$ cat src/sv/matrix3x3_add_multiply_defines.svh
// ---------------------------------------------------------------------------
// matrix3x3_add_multiply_defines
// Assertion macros shared by the matrix add/multiply modules.
// ---------------------------------------------------------------------------
`ifndef MATRIX3X3_ADD_MULTIPLY_DEFINES_SVH
`define MATRIX3X3_ADD_MULTIPLY_DEFINES_SVH

// same-cycle implication, disabled during reset
`define MXAM_ASSERT_IMPL(lbl, clk, rst, ante, cons, msg) \
   lbl: assert property (@(posedge clk) disable iff (rst) (ante) |-> (cons)) \
      else $error(msg);

// next-cycle implication, disabled during reset
`define MXAM_ASSERT_NEXT(lbl, clk, rst, ante, cons, msg) \
   lbl: assert property (@(posedge clk) disable iff (rst) (ante) |=> (cons)) \
      else $error(msg);

`endif

$ cat src/sv/mxam_pkg.sv
// ---------------------------------------------------------------------------
// mxam_pkg
// Sizes, payload types and control structs of the matrix add/multiply block.
// ---------------------------------------------------------------------------
package mxam_pkg;

   // matrix geometry and element width
   localparam int DIM        = 3;
   localparam int ELEM_WIDTH = 16;
   localparam int CELLS      = DIM * DIM;
   localparam int CELL_AW    = $clog2(CELLS);
   localparam int IDX_W      = $clog2(DIM);
   localparam int LOAD_W     = $clog2(2 * CELLS);
   localparam int MUL_W      = 2 * ELEM_WIDTH;

   // fixed port field widths
   localparam int ELEMENT_W = 16;
   localparam int ROW_W     = 2;
   localparam int COL_W     = 2;
   localparam int SUM_W     = 17;
   localparam int PROD_W    = 33;

   typedef logic signed [ELEMENT_W-1:0]  element_type;
   typedef logic signed [ELEM_WIDTH-1:0] elem_type;
   typedef logic        [ROW_W-1:0]      row_type;
   typedef logic        [COL_W-1:0]      col_type;
   typedef logic signed [SUM_W-1:0]      sum_type;
   typedef logic signed [PROD_W-1:0]     prod_type;
   typedef logic signed [MUL_W-1:0]      mul_type;
   typedef logic        [CELL_AW-1:0]    addr_type;
   typedef logic        [IDX_W-1:0]      idx_type;

   // sequencer to datapath
   typedef struct packed {
      logic     wr_en;
      logic     wr_sel_b;
      addr_type wr_addr;
      elem_type wr_data;
      logic     issue;
      logic     first;
      logic     last_k;
      logic     last_entry;
      idx_type  row;
      idx_type  col;
      addr_type a_k_addr;
      addr_type b_k_addr;
      addr_type rc_addr;
   } ctl_type;

   // datapath to sequencer
   typedef struct packed {
      logic busy;
      logic out_free;
   } stat_type;

   // row-major cell address
   function automatic addr_type cell_index(idx_type r, idx_type c);
      cell_index = CELL_AW'(r) * CELL_AW'(DIM) + CELL_AW'(c);
   endfunction

   // low ELEM_WIDTH bits of the port element, sign-extended or cut
   function automatic elem_type widen_element(element_type e);
      widen_element = ELEM_WIDTH'(e);
   endfunction

endpackage

$ cat src/sv/mxam_if.sv
// ---------------------------------------------------------------------------
// mxam_if
// Valid/ready channel interfaces for matrix elements and result entries.
// ---------------------------------------------------------------------------
interface mxam_req_if;
   logic                  valid;
   logic                  ready;
   mxam_pkg::element_type element;

   modport source (output valid, output element, input ready);
   modport sink   (input valid, input element, output ready);
endinterface

interface mxam_rsp_if;
   logic               valid;
   logic               ready;
   mxam_pkg::row_type  row;
   mxam_pkg::col_type  column;
   mxam_pkg::sum_type  sum_entry;
   mxam_pkg::prod_type product_entry;
   logic               last;

   modport source (output valid, output row, output column, output sum_entry,
                   output product_entry, output last, input ready);
   modport sink   (input valid, input row, input column, input sum_entry,
                   input product_entry, input last, output ready);
endinterface

$ cat src/sv/mxam_dp.sv
// ---------------------------------------------------------------------------
// mxam_dp
// Matrix stores, shared multiply-accumulate unit and result register.
// ---------------------------------------------------------------------------
`include "matrix3x3_add_multiply_defines.svh"

module mxam_dp (
   input  logic              clock,
   input  logic              reset,
   input  mxam_pkg::ctl_type ctl,
   output mxam_pkg::stat_type stat,
   mxam_rsp_if.source        rsp
);
   import mxam_pkg::*;

   elem_type a_mem [CELLS];
   elem_type b_mem [CELLS];

   // read stage
   elem_type a_k_ff, b_k_ff, a_rc_ff, b_rc_ff;
   logic     v1_ff, first1_ff, last_k1_ff, last_e1_ff;
   idx_type  row1_ff, col1_ff;

   // multiply stage
   mul_type  prod_ff;
   sum_type  sum_ff;
   logic     v2_ff, first2_ff, last_k2_ff, last_e2_ff;
   idx_type  row2_ff, col2_ff;

   // accumulate stage and result register
   prod_type acc_ff, acc_in;
   logic     out_load;
   logic     rsp_valid_ff, rsp_valid_in;
   row_type  rsp_row_ff;
   col_type  rsp_col_ff;
   sum_type  rsp_sum_ff;
   prod_type rsp_prod_ff;
   logic     rsp_last_ff;

   // element writes
   always_ff @(posedge clock) begin
      if (ctl.wr_en) begin
         if (ctl.wr_sel_b) begin
            b_mem[ctl.wr_addr] <= ctl.wr_data;
         end else begin
            a_mem[ctl.wr_addr] <= ctl.wr_data;
         end
      end
   end

   // registered reads, two ports per store
   always_ff @(posedge clock) begin
      a_k_ff     <= a_mem[ctl.a_k_addr];
      a_rc_ff    <= a_mem[ctl.rc_addr];
      b_k_ff     <= b_mem[ctl.b_k_addr];
      b_rc_ff    <= b_mem[ctl.rc_addr];
      first1_ff  <= ctl.first;
      last_k1_ff <= ctl.last_k;
      last_e1_ff <= ctl.last_entry;
      row1_ff    <= ctl.row;
      col1_ff    <= ctl.col;
   end

   // multiply, and elementwise sum on the first step of an entry
   always_ff @(posedge clock) begin
      prod_ff    <= a_k_ff * b_k_ff;
      first2_ff  <= first1_ff;
      last_k2_ff <= last_k1_ff;
      last_e2_ff <= last_e1_ff;
      row2_ff    <= row1_ff;
      col2_ff    <= col1_ff;
      if (v1_ff && first1_ff) begin
         sum_ff <= SUM_W'(a_rc_ff) + SUM_W'(b_rc_ff);
      end
   end

   // accumulate
   assign acc_in   = first2_ff ? PROD_W'(prod_ff) : acc_ff + PROD_W'(prod_ff);
   assign out_load = v2_ff && last_k2_ff;

   always_ff @(posedge clock) begin
      if (v2_ff) begin
         acc_ff <= acc_in;
      end
   end

   // stage valid bits
   always_ff @(posedge clock) begin
      if (reset) begin
         v1_ff <= 1'b0;
         v2_ff <= 1'b0;
      end else begin
         v1_ff <= ctl.issue;
         v2_ff <= v1_ff;
      end
   end

   // result register
   assign rsp_valid_in = out_load || (rsp_valid_ff && !rsp.ready);

   always_ff @(posedge clock) begin
      if (reset) begin
         rsp_valid_ff <= 1'b0;
      end else begin
         rsp_valid_ff <= rsp_valid_in;
      end
   end

   always_ff @(posedge clock) begin
      if (out_load) begin
         rsp_row_ff  <= ROW_W'(row2_ff);
         rsp_col_ff  <= COL_W'(col2_ff);
         rsp_sum_ff  <= sum_ff;
         rsp_prod_ff <= acc_in;
         rsp_last_ff <= last_e2_ff;
      end
   end

   assign rsp.valid         = rsp_valid_ff;
   assign rsp.row           = rsp_row_ff;
   assign rsp.column        = rsp_col_ff;
   assign rsp.sum_entry     = rsp_sum_ff;
   assign rsp.product_entry = rsp_prod_ff;
   assign rsp.last          = rsp_last_ff;

   assign stat.busy     = v1_ff || v2_ff;
   assign stat.out_free = !rsp_valid_ff || rsp.ready;

   // a finished entry never overwrites a result still waiting
   `MXAM_ASSERT_IMPL(a_no_overwrite, clock, reset, out_load,
      !rsp_valid_ff || rsp.ready, "result register overwritten")
   // multiply stage only holds work that came through the read stage
   `MXAM_ASSERT_NEXT(a_stage_order, clock, reset, !v1_ff, !v2_ff,
      "multiply stage valid without read stage")
   // final transfer of a batch is the bottom-right entry
   `MXAM_ASSERT_IMPL(a_last_corner, clock, reset, rsp_valid_ff && rsp_last_ff,
      rsp_row_ff == ROW_W'(DIM - 1) && rsp_col_ff == COL_W'(DIM - 1),
      "last flag on wrong entry")

endmodule

$ cat src/sv/mxam_seq.sv
// ---------------------------------------------------------------------------
// mxam_seq
// Load counter and row/column/step sequencer for the shared MAC unit.
// ---------------------------------------------------------------------------
`include "matrix3x3_add_multiply_defines.svh"

module mxam_seq (
   input  logic                clock,
   input  logic                reset,
   mxam_req_if.sink            req,
   input  mxam_pkg::stat_type  stat,
   output mxam_pkg::ctl_type   ctl
);
   import mxam_pkg::*;

   localparam logic ST_LOAD = 1'b0;
   localparam logic ST_CALC = 1'b1;

   localparam logic [LOAD_W-1:0] LOAD_LAST  = LOAD_W'(2 * CELLS - 1);
   localparam logic [LOAD_W-1:0] LOAD_CELLS = LOAD_W'(CELLS);
   localparam idx_type           IDX_LAST   = IDX_W'(DIM - 1);

   logic              state_ff, state_in;
   logic [LOAD_W-1:0] load_cnt_ff, load_cnt_in;
   idx_type           row_ff, row_in;
   idx_type           col_ff, col_in;
   idx_type           k_ff, k_in;
   logic              accept;
   logic              issue;
   logic              last_k;
   logic              last_entry;

   assign req.ready  = (state_ff == ST_LOAD);
   assign accept     = req.valid && req.ready;
   assign last_k     = (k_ff == IDX_LAST);
   assign last_entry = (row_ff == IDX_LAST) && (col_ff == IDX_LAST);

   // a new entry starts only on an empty pipe with room for its result
   assign issue = (state_ff == ST_CALC) &&
                  ((k_ff != '0) || (!stat.busy && stat.out_free));

   // next-state logic
   always_comb begin
      state_in    = state_ff;
      load_cnt_in = load_cnt_ff;
      row_in      = row_ff;
      col_in      = col_ff;
      k_in        = k_ff;
      case (state_ff)
         ST_LOAD: begin
            if (accept) begin
               if (load_cnt_ff == LOAD_LAST) begin
                  load_cnt_in = '0;
                  state_in    = ST_CALC;
                  row_in      = '0;
                  col_in      = '0;
                  k_in        = '0;
               end else begin
                  load_cnt_in = load_cnt_ff + 1'b1;
               end
            end
         end
         ST_CALC: begin
            if (issue) begin
               if (last_k) begin
                  k_in = '0;
                  if (col_ff == IDX_LAST) begin
                     col_in = '0;
                     row_in = row_ff + 1'b1;
                  end else begin
                     col_in = col_ff + 1'b1;
                  end
                  if (last_entry) begin
                     state_in = ST_LOAD;
                  end
               end else begin
                  k_in = k_ff + 1'b1;
               end
            end
         end
         default: begin
            state_in = ST_LOAD;
         end
      endcase
   end

   // control registers
   always_ff @(posedge clock) begin
      if (reset) begin
         state_ff    <= ST_LOAD;
         load_cnt_ff <= '0;
         row_ff      <= '0;
         col_ff      <= '0;
         k_ff        <= '0;
      end else begin
         state_ff    <= state_in;
         load_cnt_ff <= load_cnt_in;
         row_ff      <= row_in;
         col_ff      <= col_in;
         k_ff        <= k_in;
      end
   end

   // datapath control
   always_comb begin
      ctl.wr_en      = accept;
      ctl.wr_sel_b   = (load_cnt_ff >= LOAD_CELLS);
      ctl.wr_addr    = ctl.wr_sel_b ? CELL_AW'(load_cnt_ff - LOAD_CELLS)
                                    : CELL_AW'(load_cnt_ff);
      ctl.wr_data    = widen_element(req.element);
      ctl.issue      = issue;
      ctl.first      = (k_ff == '0);
      ctl.last_k     = last_k;
      ctl.last_entry = last_entry;
      ctl.row        = row_ff;
      ctl.col        = col_ff;
      ctl.a_k_addr   = cell_index(row_ff, k_ff);
      ctl.b_k_addr   = cell_index(k_ff, col_ff);
      ctl.rc_addr    = cell_index(row_ff, col_ff);
   end

   // load counter stays within one matrix pair
   `MXAM_ASSERT_IMPL(a_load_range, clock, reset, 1'b1, load_cnt_ff <= LOAD_LAST,
      "load counter out of range")
   // last element of a pair starts the computation at the first entry
   `MXAM_ASSERT_NEXT(a_calc_start, clock, reset, accept && load_cnt_ff == LOAD_LAST,
      state_ff == ST_CALC && row_ff == '0 && col_ff == '0 && k_ff == '0,
      "computation did not start after last element")
   // counter is back at zero whenever results are being computed
   `MXAM_ASSERT_IMPL(a_calc_count, clock, reset, state_ff == ST_CALC,
      load_cnt_ff == '0, "load counter not cleared during computation")
   // an entry starts only with the pipe drained and the result slot free
   `MXAM_ASSERT_IMPL(a_start_clear, clock, reset, issue && k_ff == '0,
      !stat.busy && stat.out_free, "entry started over a busy pipe")

endmodule

$ cat src/sv/matrix3x3_add_multiply.sv
// ---------------------------------------------------------------------------
// matrix3x3_add_multiply
// Streaming 3x3 signed integer matrix add and multiply.
// ---------------------------------------------------------------------------
// Usage:
//   req_ch carries one signed element per transfer: the nine elements of A
//   in row-major order, then the nine of B. Elements are taken at one per
//   cycle while loading.
//   After the eighteenth element, rsp_ch delivers nine result entries in
//   row-major order, each with row, column, A+B and the dot product of A's
//   row with B's column; last marks the ninth entry.
//   Each entry takes three steps of the shared multiply-accumulate unit,
//   and the next entry starts only once the read and multiply stages have drained.
//   req_ch.ready is low while the results are computed and rises again once
//   the last entry has been issued to the unit.
//   A stalled rsp_ch holds the waiting entry; the next entry is not started
//   until the result register is free, so nothing is lost.
//   Reset clears the load counter and the sequencer; the matrix stores are
//   not cleared, and their contents are used only after a full pair is loaded.
// ---------------------------------------------------------------------------
module matrix3x3_add_multiply (
   input  logic       clock,
   input  logic       reset,
   mxam_req_if.sink   req_ch,
   mxam_rsp_if.source rsp_ch
);
   import mxam_pkg::*;

   ctl_type  ctl;
   stat_type stat;

   // load and step sequencer
   mxam_seq u_seq (
      .clock (clock),
      .reset (reset),
      .req   (req_ch),
      .stat  (stat),
      .ctl   (ctl)
   );

   // stores, shared MAC unit and result register
   mxam_dp u_dp (
      .clock (clock),
      .reset (reset),
      .ctl   (ctl),
      .stat  (stat),
      .rsp   (rsp_ch)
   );

endmodule

$ cat src/flat_wrapper.sv
// flat-port wrapper written by rule: the top's interface ports become plain ports
module matrix3x3_add_multiply_flat import mxam_pkg::*;
  (clock, reset, req_ch_valid, req_ch_element, req_ch_ready, rsp_ch_valid, rsp_ch_row, rsp_ch_column, rsp_ch_sum_entry, rsp_ch_product_entry, rsp_ch_last, rsp_ch_ready);
  mxam_req_if req_ch_i ();
  mxam_rsp_if rsp_ch_i ();
  input  logic clock;
  input  logic reset;
  input wire logic [$bits(req_ch_i.valid)-1:0] req_ch_valid;
  input wire logic [$bits(req_ch_i.element)-1:0] req_ch_element;
  output wire logic [$bits(req_ch_i.ready)-1:0] req_ch_ready;
  output wire logic [$bits(rsp_ch_i.valid)-1:0] rsp_ch_valid;
  output wire logic [$bits(rsp_ch_i.row)-1:0] rsp_ch_row;
  output wire logic [$bits(rsp_ch_i.column)-1:0] rsp_ch_column;
  output wire logic [$bits(rsp_ch_i.sum_entry)-1:0] rsp_ch_sum_entry;
  output wire logic [$bits(rsp_ch_i.product_entry)-1:0] rsp_ch_product_entry;
  output wire logic [$bits(rsp_ch_i.last)-1:0] rsp_ch_last;
  input wire logic [$bits(rsp_ch_i.ready)-1:0] rsp_ch_ready;
  assign req_ch_i.valid = req_ch_valid;
  assign req_ch_i.element = req_ch_element;
  assign req_ch_ready = req_ch_i.ready;
  assign rsp_ch_valid = rsp_ch_i.valid;
  assign rsp_ch_row = rsp_ch_i.row;
  assign rsp_ch_column = rsp_ch_i.column;
  assign rsp_ch_sum_entry = rsp_ch_i.sum_entry;
  assign rsp_ch_product_entry = rsp_ch_i.product_entry;
  assign rsp_ch_last = rsp_ch_i.last;
  assign rsp_ch_i.ready = rsp_ch_ready;
  matrix3x3_add_multiply u_core (.clock(clock), .reset(reset), .req_ch(req_ch_i), .rsp_ch(rsp_ch_i));
endmodule
$ cat config.mk
export PLATFORM = sky130hd
export DESIGN_NAME = matrix3x3_add_multiply_flat
export DESIGN_NICKNAME = d
export VERILOG_FILES = /design/src/sv/mxam_pkg.sv /design/src/sv/mxam_if.sv /design/src/sv/mxam_dp.sv /design/src/sv/mxam_seq.sv /design/src/sv/matrix3x3_add_multiply.sv /design/src/flat_wrapper.sv
export VERILOG_INCLUDE_DIRS = /design/src /design/src/sv
export SDC_FILE = /design/constraint.sdc
export NUM_CORES = 1
export LEC_CHECK = 0
export ABC_AREA = 1
export CORE_MARGIN = 8
export CORE_UTILIZATION = 50
export DETAILED_ROUTE_END_ITERATION = 7
export DONT_BUFFER_PORTS = 1
export MAX_ROUTING_LAYER = met4
export SLEW_MARGIN = 15
export SYNTH_ARGS = -nofsm -noshare
export SYNTH_HDL_FRONTEND = slang
export SYNTH_HIERARCHICAL = 1
export SYNTH_SLANG_ARGS = --single-unit
$ cat constraint.sdc
create_clock -name clock -period 7 [get_ports clock]
set_input_delay 1.05 -clock clock [delete_from_list [all_inputs] [get_ports clock]]
set_output_delay 1.05 -clock clock [all_outputs]
set_load 0.01 [all_outputs]
==> results of run 1 <==
[metrics by stage]
stage | hold slack, ns | std cells | total power, mW | util (%)
floorplan | 0.310 | 3828 | 8.88 | -
global placement | 0.312 | 4557 | 10.7 | 51.3
detailed placement | 0.312 | 4557 | 10.7 | 51.3
CTS | 0.326 | 4665 | 13.9 | 54.2
global route | 0.328 | 4665 | 14.9 | 54.2
finish | 0.325 | 4665 | 13.8 | 54.2
[sequential cells by signal (all words and copies together), names as in the netlist, 5 cells and up]
register,flops
u_core/u_dp/rsp.product_entry,33
u_core/u_dp/rsp.sum_entry,17
u_core/u_dp/b_rc_ff,16
u_core/u_dp/a_rc_ff,16
u_core/u_dp/b_mem,144
u_core/u_dp/sum_ff,17
u_core/u_dp/a_k_ff,16
u_core/u_dp/acc_ff,33
u_core/u_seq/load_cnt_ff,5
u_core/u_dp/b_k_ff,16
u_core/u_dp/a_mem,144
u_core/u_dp/prod_ff,32
[report_power, final]
part / switching, mW / leakage, nW / internal (mW)
clock: 1.29 / 0.962 / 1.80
combinational: 4.44 / 11.3 / 2.53
sequential: 0.148 / 4.59 / 3.56
total: 5.87 / 16.9 / 7.89
[layout by cell type, fill, tap and decap left out, types with 42 or more instances in the layout]
| master | n |
|---|---|
| inv_1 | 740 |
| fa_1 | 266 |
| nand2_1 | 807 |
| edfxtp_1 | 393 |
| o211ai_1 | 45 |
| dfxtp_1 | 125 |
| clkbuf_16 | 61 |
| o21ai_0 | 296 |
| ha_1 | 141 |
| o221ai_1 | 42 |
| nor2_1 | 111 |
| nand3_1 | 165 |
| a21oi_1 | 297 |
[critical path, cell delays in order, from the launching register on]
cell     delay (ns)
dfxtp_1        0.75
nand2_1        0.27
fa_1           0.59
inv_1          0.07
fa_1           0.69
inv_1          0.19
fa_1           0.46
fa_1           0.55
inv_1          0.06
fa_1           0.55
fa_1           0.42
ha_1           0.39
nand2_1        0.13
nor2_1         0.20
inv_1          0.08
nor3_1         0.19
o21ai_0        0.16
nand4_1        0.10
nand2_1        0.05
[logic make-up after synthesis]
family          Yosys count  share of synthesized area, %
compound gates          716                          11.3
xor+xnor                 55                          1.40
simple gates           1183                          14.2
fa+ha+maj               413                          20.8
flops                   518                          41.4
buf+inv                 943                          10.8
[worst max-delay path by stage]
| stage | start | end | cells after the start |
|---|---|---|---|
| 2_1_floorplan | u_core/u_dp/a_k_ff[15]$_DFF_P_ | u_core/u_dp/prod_ff[31]$_DFF_P_ | 21 |
| 4_1_cts | u_core/u_dp/b_k_ff[4]$_DFF_P_ | u_core/u_dp/prod_ff[27]$_DFF_P_ | 18 |
| 5_1_grt | u_core/u_dp/a_k_ff[15]$_DFF_P_ | u_core/u_dp/prod_ff[27]$_DFF_P_ | 18 |
| 3_3_place_gp | u_core/u_dp/b_k_ff[4]$_DFF_P_ | u_core/u_dp/prod_ff[31]$_DFF_P_ | 20 |
| 6_report | u_core/u_dp/b_k_ff[4]$_DFF_P_ | u_core/u_dp/prod_ff[27]$_DFF_P_ | 18 |
| 3_5_place_dp | u_core/u_dp/b_k_ff[4]$_DFF_P_ | u_core/u_dp/prod_ff[31]$_DFF_P_ | 20 |
[cell type report]
class / count / area (sq um) / share of cell area [%]
Clock inverter: 27 / 304 / 0.819
Clock buffer: 81 / 1680 / 4.53
Timing Repair Buffer: 43 / 348 / 0.937
Tap cell: 882 / 1100 / 2.97
Sequential cell: 518 / 14300 / 38.5
Multi-Input combinational cell: 2367 / 16600 / 44.7
Inverter: 747 / 2800 / 7.55
[routing by layer]
metal	vias up	global-route usage (%)
li1	12100	-
met1	12100	30.4
met2	708	38.7
met3	149	2.82
met4	0	6.71
met5	-	-
==> run metrics, run 1 <==
Starting Density=50.4%; Max Cap Violations=0; syn_nets=4261; Final #Nets=4167; RSZ-0062 raised after global routing=no; Fill cells=6226; Clock Latency Late Sink=0.65 ns; YS warnings=6; drt wl/cell=19.2 um; CP Class=reg2reg; Top FF cell, synth=edfxtp_1; DIE AREA=77700 sq um; Clock Pin Slew Worst Setup and Hold Paths=0.06 ns; cts hold-fix bufs=0; routed wl met3=4530 um; post-synthesis average cell area=9.02 sq um; Leakage=16.9 nW; worst endpoint data arrival time=6.50 ns; share of cells above drive strength 1=5.37%; DIE HEIGHT=279 um; Worst Slack Setup Final=0.990 ns; reg2reg path depth=18; Endpoint, Worst Hold=u_core/u_dp/last_k2_ff$_DFF_P_; hpwl dp=63800 um; total CTS buffers=57; Area Overhead vs Synth=7.56%; number of global-route vias before repair=24500; type of the worst min-delay path=reg2reg; Pwr Density=371 nW/um^2; post-route setup TNS=0 ns; Max Clock Skew=0.0723 ns; Die X=279 um; VDD IR max=0.000460 V; count of cell types in the netlist=44; Post-Synthesis Cells=3828; vias per std cell=5.37; Post-Syn Area=34500 sq um; pre-CTS setup slack=1.00 ns; post-synthesis sequential area ratio=41.4%; wire length on met2=43300 um; initial antenna violation count=0; largest cells by area after synthesis=edfxtp_1 (34%), fa_1 (16%), nand2_1 (8.8%); RR Startpoint=u_core/u_dp/b_k_ff[4]$_DFF_P_; gr usage total=23.4%; DR top layer=met4; Hold Path Origin=u_core/u_dp/last_k1_ff$_DFF_P_; PortBufs=0; Detailed Route Iter0 Violations=1952; slew of the pin with the lowest slew margin=1.19 ns; number of synthesized flops with an enable pin=393; clk buf depth=3; Max transition margin=20.5%; Yosys top cell by area=edfxtp_1; final hold violation count=0; most common cell in the synthesized netlist=nand2_1; post-route cell area=37100 sq um; DR pass1 iterations=6; Max Freq=0.166 GHz; reg2reg setup slack=0.99 ns; post-cts resize count=0; via count=25100; worst endpoint required time=7.49 ns; Post-Route WL=89500 um; area share of the largest cell type after synthesis=34.2%; clk sinks=518; async set or reset register ratio after synthesis=0%; Final setup viols=0; DRT antenna net count=0; post-CTS setup buffer count=0; Max H-tree Level=2; WHS Path Cells=0; R2R Path End=u_core/u_dp/prod_ff[27]$_DFF_P_; crit path time final=6.01 ns; clock root cell=clkbuf_16; Critical Path Fanout Max=16; met1 WL=39400 um; max-slew violation count=0; remaining global-route overflow=0; largest net degree at the start of global routing=210; status=completed; Post-synth top cells=nand2_1 (807), inv_1 (742), edfxtp_1 (393); first-pass GRT wire length=140000 um; Seq cells post-synth=518; # DRC=0; CORE AREA=68500 sq um; TritonCTS clock tree=yes; I/O Pins=77; row cnt=96; diodes inserted=0; critical path capture point type=flip-flop; Tcrit/Tclk final=85.9%; Final Wtd Congestion=0.935; CP startpoint kind=flip-flop; placed inst area=35100 sq um
Note: power is estimated with default switching activity, not from simulation.
==> run 2, diff against run 1 <==
ABC_AREA = not set   (was 1)
==> run 2 against run 1 <==
  * Total power rose by 2.9%
  * Synthesized cell count fell by 33%
  * Register-to-register slack got worse by 0.35 ns
  * Via count fell by 24%
  * Critical endpoint is now u_core/u_dp/prod_ff[31]$_DFF_P_
  * Highest routed layer unchanged
==> run metrics, run 2 <==
status=completed; cts hold-fix bufs=0; most common cell after layout, fill and taps aside=edfxtp_1; clock root cell=clkbuf_16; Critical Path Most Common Cell=fa_1; slew of the pin with the lowest slew margin=0.997 ns; Max Freq=0.157 GHz; max-slew violation count=0; type of the worst min-delay path=reg2reg; non-filler instance count after layout=3433; row cnt=93; worst endpoint data arrival time=6.88 ns; Final #Nets=2964; Area Overhead vs Synth=8.89%; most frequent cells in the layout=edfxtp_1 (393), inv_1 (326), fa_1 (267); Tcrit/Tclk final=90.8%; net switching power figure=5.62 mW; Leakage=13.6 nW; DR top layer=met4; number of synthesized flops with an enable pin=393; vias per std cell=5.54; gr usage total=20.3%; initial antenna violation count=1; Fill cells=5398; routed wl met3=3390 um; syn_nets=2980; biggest regs=u_core/u_dp/a_mem: 144 flops, u_core/u_dp/b_mem: 144 flops; largest cells by area after synthesis=edfxtp_1 (36%), fa_1 (17%), mux4_2 (8.9%); YS warnings=6; Clock Power Share=21.4%; post-route setup TNS=0 ns; RSZ-0062 raised after global routing=no; most common cell in the synthesized netlist=edfxtp_1; area share of the largest cell type after synthesis=36.5%; final hold violation count=0; Clock Latency Late Sink=0.65 ns; CP startpoint kind=flip-flop; number of global-route vias before repair=20400; Die X=270 um; Final Wtd Congestion=0.932; critical path capture point type=flip-flop; remaining global-route overflow=0; Post-Route WL=72300 um; Detailed Route Iter0 Violations=1214; Max Clock Skew=0.0452 ns; CP max stage cell=fa_1; Sw Ratio=39.7%; DIE HEIGHT=270 um; # DRC=0; DR pass1 iterations=7; CORE AREA=64200 sq um; post-synthesis average cell area=12.7 sq um; via count=19000; Max Cap Violations=0; share of cells above drive strength 1=11.5%; Post-Syn Area=32400 sq um; diodes inserted=0; drt wl/cell=21.1 um; I/O Pins=77; DRT antenna net count=0; Post-synth top cells=edfxtp_1 (393), inv_1 (327), fa_1 (268); TritonCTS clock tree=yes; total CTS buffers=55; PortBufs=0; largest net degree at the start of global routing=72; dpl cells=3329; Max transition margin=32.8%; met1 WL=30200 um; Top FF cell, synth=edfxtp_1; Pwr Density=402 nW/um^2; post-cts resize count=0; worst endpoint required time=7.52 ns; VDD IR max=0.000301 V; Seq cells post-synth=518; first-pass GRT wire length=115000 um; Yosys top cell by area=edfxtp_1; post-CTS setup buffer count=0; DIE AREA=73100 sq um; Gate power share=52.4%; internal power=8.53 mW; wire length on met2=36800 um; Critical Path Fanout Max=16; Clock Pin Slew Worst Setup and Hold Paths=0.06 ns; post-synthesis sequential area ratio=44.2%; crit path time final=6.36 ns; Post-Synthesis Cells=2547; CP Class=reg2reg; clk sinks=518; Reg power frac=26.2%; worst stage delay on the critical path=0.78 ns; async set or reset register ratio after synthesis=0%; Starting Density=50.4%; CP bufs+invs=3; Final setup viols=0; Max H-tree Level=2; crit-path leading delay family=adder cells; hpwl dp=52900 um; critical path, cell by cell=nand2_1, inv_1, fa_1, fa_1, fa_1, fa_1, fa_1, inv_1, fa_1, inv_1, ha_1, o21ai_0, nor3b_1, a211oi_1, or3_1, and3_1, a311oi_1; clk buf depth=3; count of cell types in the netlist=83
-- run 2: cell count changes after synthesis, moves of 59 or more --
cell / change
nand2_1: -552
inv_1: -415
a21oi_1: -229
o21ai_0: -188
nand3_1: -146
mux4_2: +128
and2_1: +126
mux2i_1: +68
nor2_1: -59
-- run 2: final cells by class --
| class | count | area, sq um | area share, % |
|---|---|---|---|
| Multi-Input combinational cell | 1589 | 16400 | 46.6 |
| Sequential cell | 518 | 14300 | 40.6 |
| Clock buffer | 70 | 1550 | 4.39 |
| Inverter | 327 | 1230 | 3.48 |
| Tap cell | 855 | 1070 | 3.04 |
| Clock inverter | 34 | 378 | 1.07 |
| Timing Repair Buffer | 40 | 300 | 0.852 |
-- run 2: kinds of logic after synthesis --
group	after synthesis	synth area share (%)
AO/OA/AOI/OAI	321	6.34
XOR/XNOR	69	1.87
adder cells (fa/ha/maj)	413	22.2
buffers and inverters	440	5.36
flip-flops	518	44.2
multiplexers	201	11.2
AND/OR/NAND/NOR	585	8.85
-- run 2: metal layers --
metal  GRT usage (%)  vias up
met4            5.92        0
met1            25.3     9700
met2            34.8      434
li1                -     8796
met3            2.45      102
met5               -        -
-- run 2: final timing paths --
kind	start	endpoint	slack (ns)	depth (start not counted)
hold reg to reg	u_core/u_dp/col1_ff[0]$_DFF_P_	u_core/u_dp/col2_ff[0]$_DFF_P_	0.33	0
setup / recovery	u_core/u_dp/b_k_ff[1]$_DFF_P_	u_core/u_dp/prod_ff[31]$_DFF_P_	0.64	17
setup reg to reg	u_core/u_dp/b_k_ff[1]$_DFF_P_	u_core/u_dp/prod_ff[31]$_DFF_P_	0.64	17
hold / removal	u_core/u_dp/col1_ff[0]$_DFF_P_	u_core/u_dp/col2_ff[0]$_DFF_P_	0.33	0
-- run 2: power groups by stage --
stage	sequential, mW	clock (mW)	combinational (mW)
floorplan	3.70	0	5.73
finish	3.71	3.02	7.42
global placement	3.77	0	7.40
global route	3.72	3.21	8.37
CTS	3.71	3.09	7.55
detailed placement	3.78	0	7.51
-- run 2: per-stage QoR --
step	worst slack, ns	power, mW	hold slack (ns)	area, sq um	utilization, %
2_1_floorplan	1.07	9.44	0.310	32400	-
3_3_place_gp	0.733	11.2	0.311	33300	51.9
3_5_place_dp	0.665	11.3	0.312	33300	51.9
4_1_cts	0.640	14.4	0.326	35200	54.9
5_1_grt	0.335	15.3	0.332	35200	54.9
6_report	0.642	14.2	0.326	35200	54.9
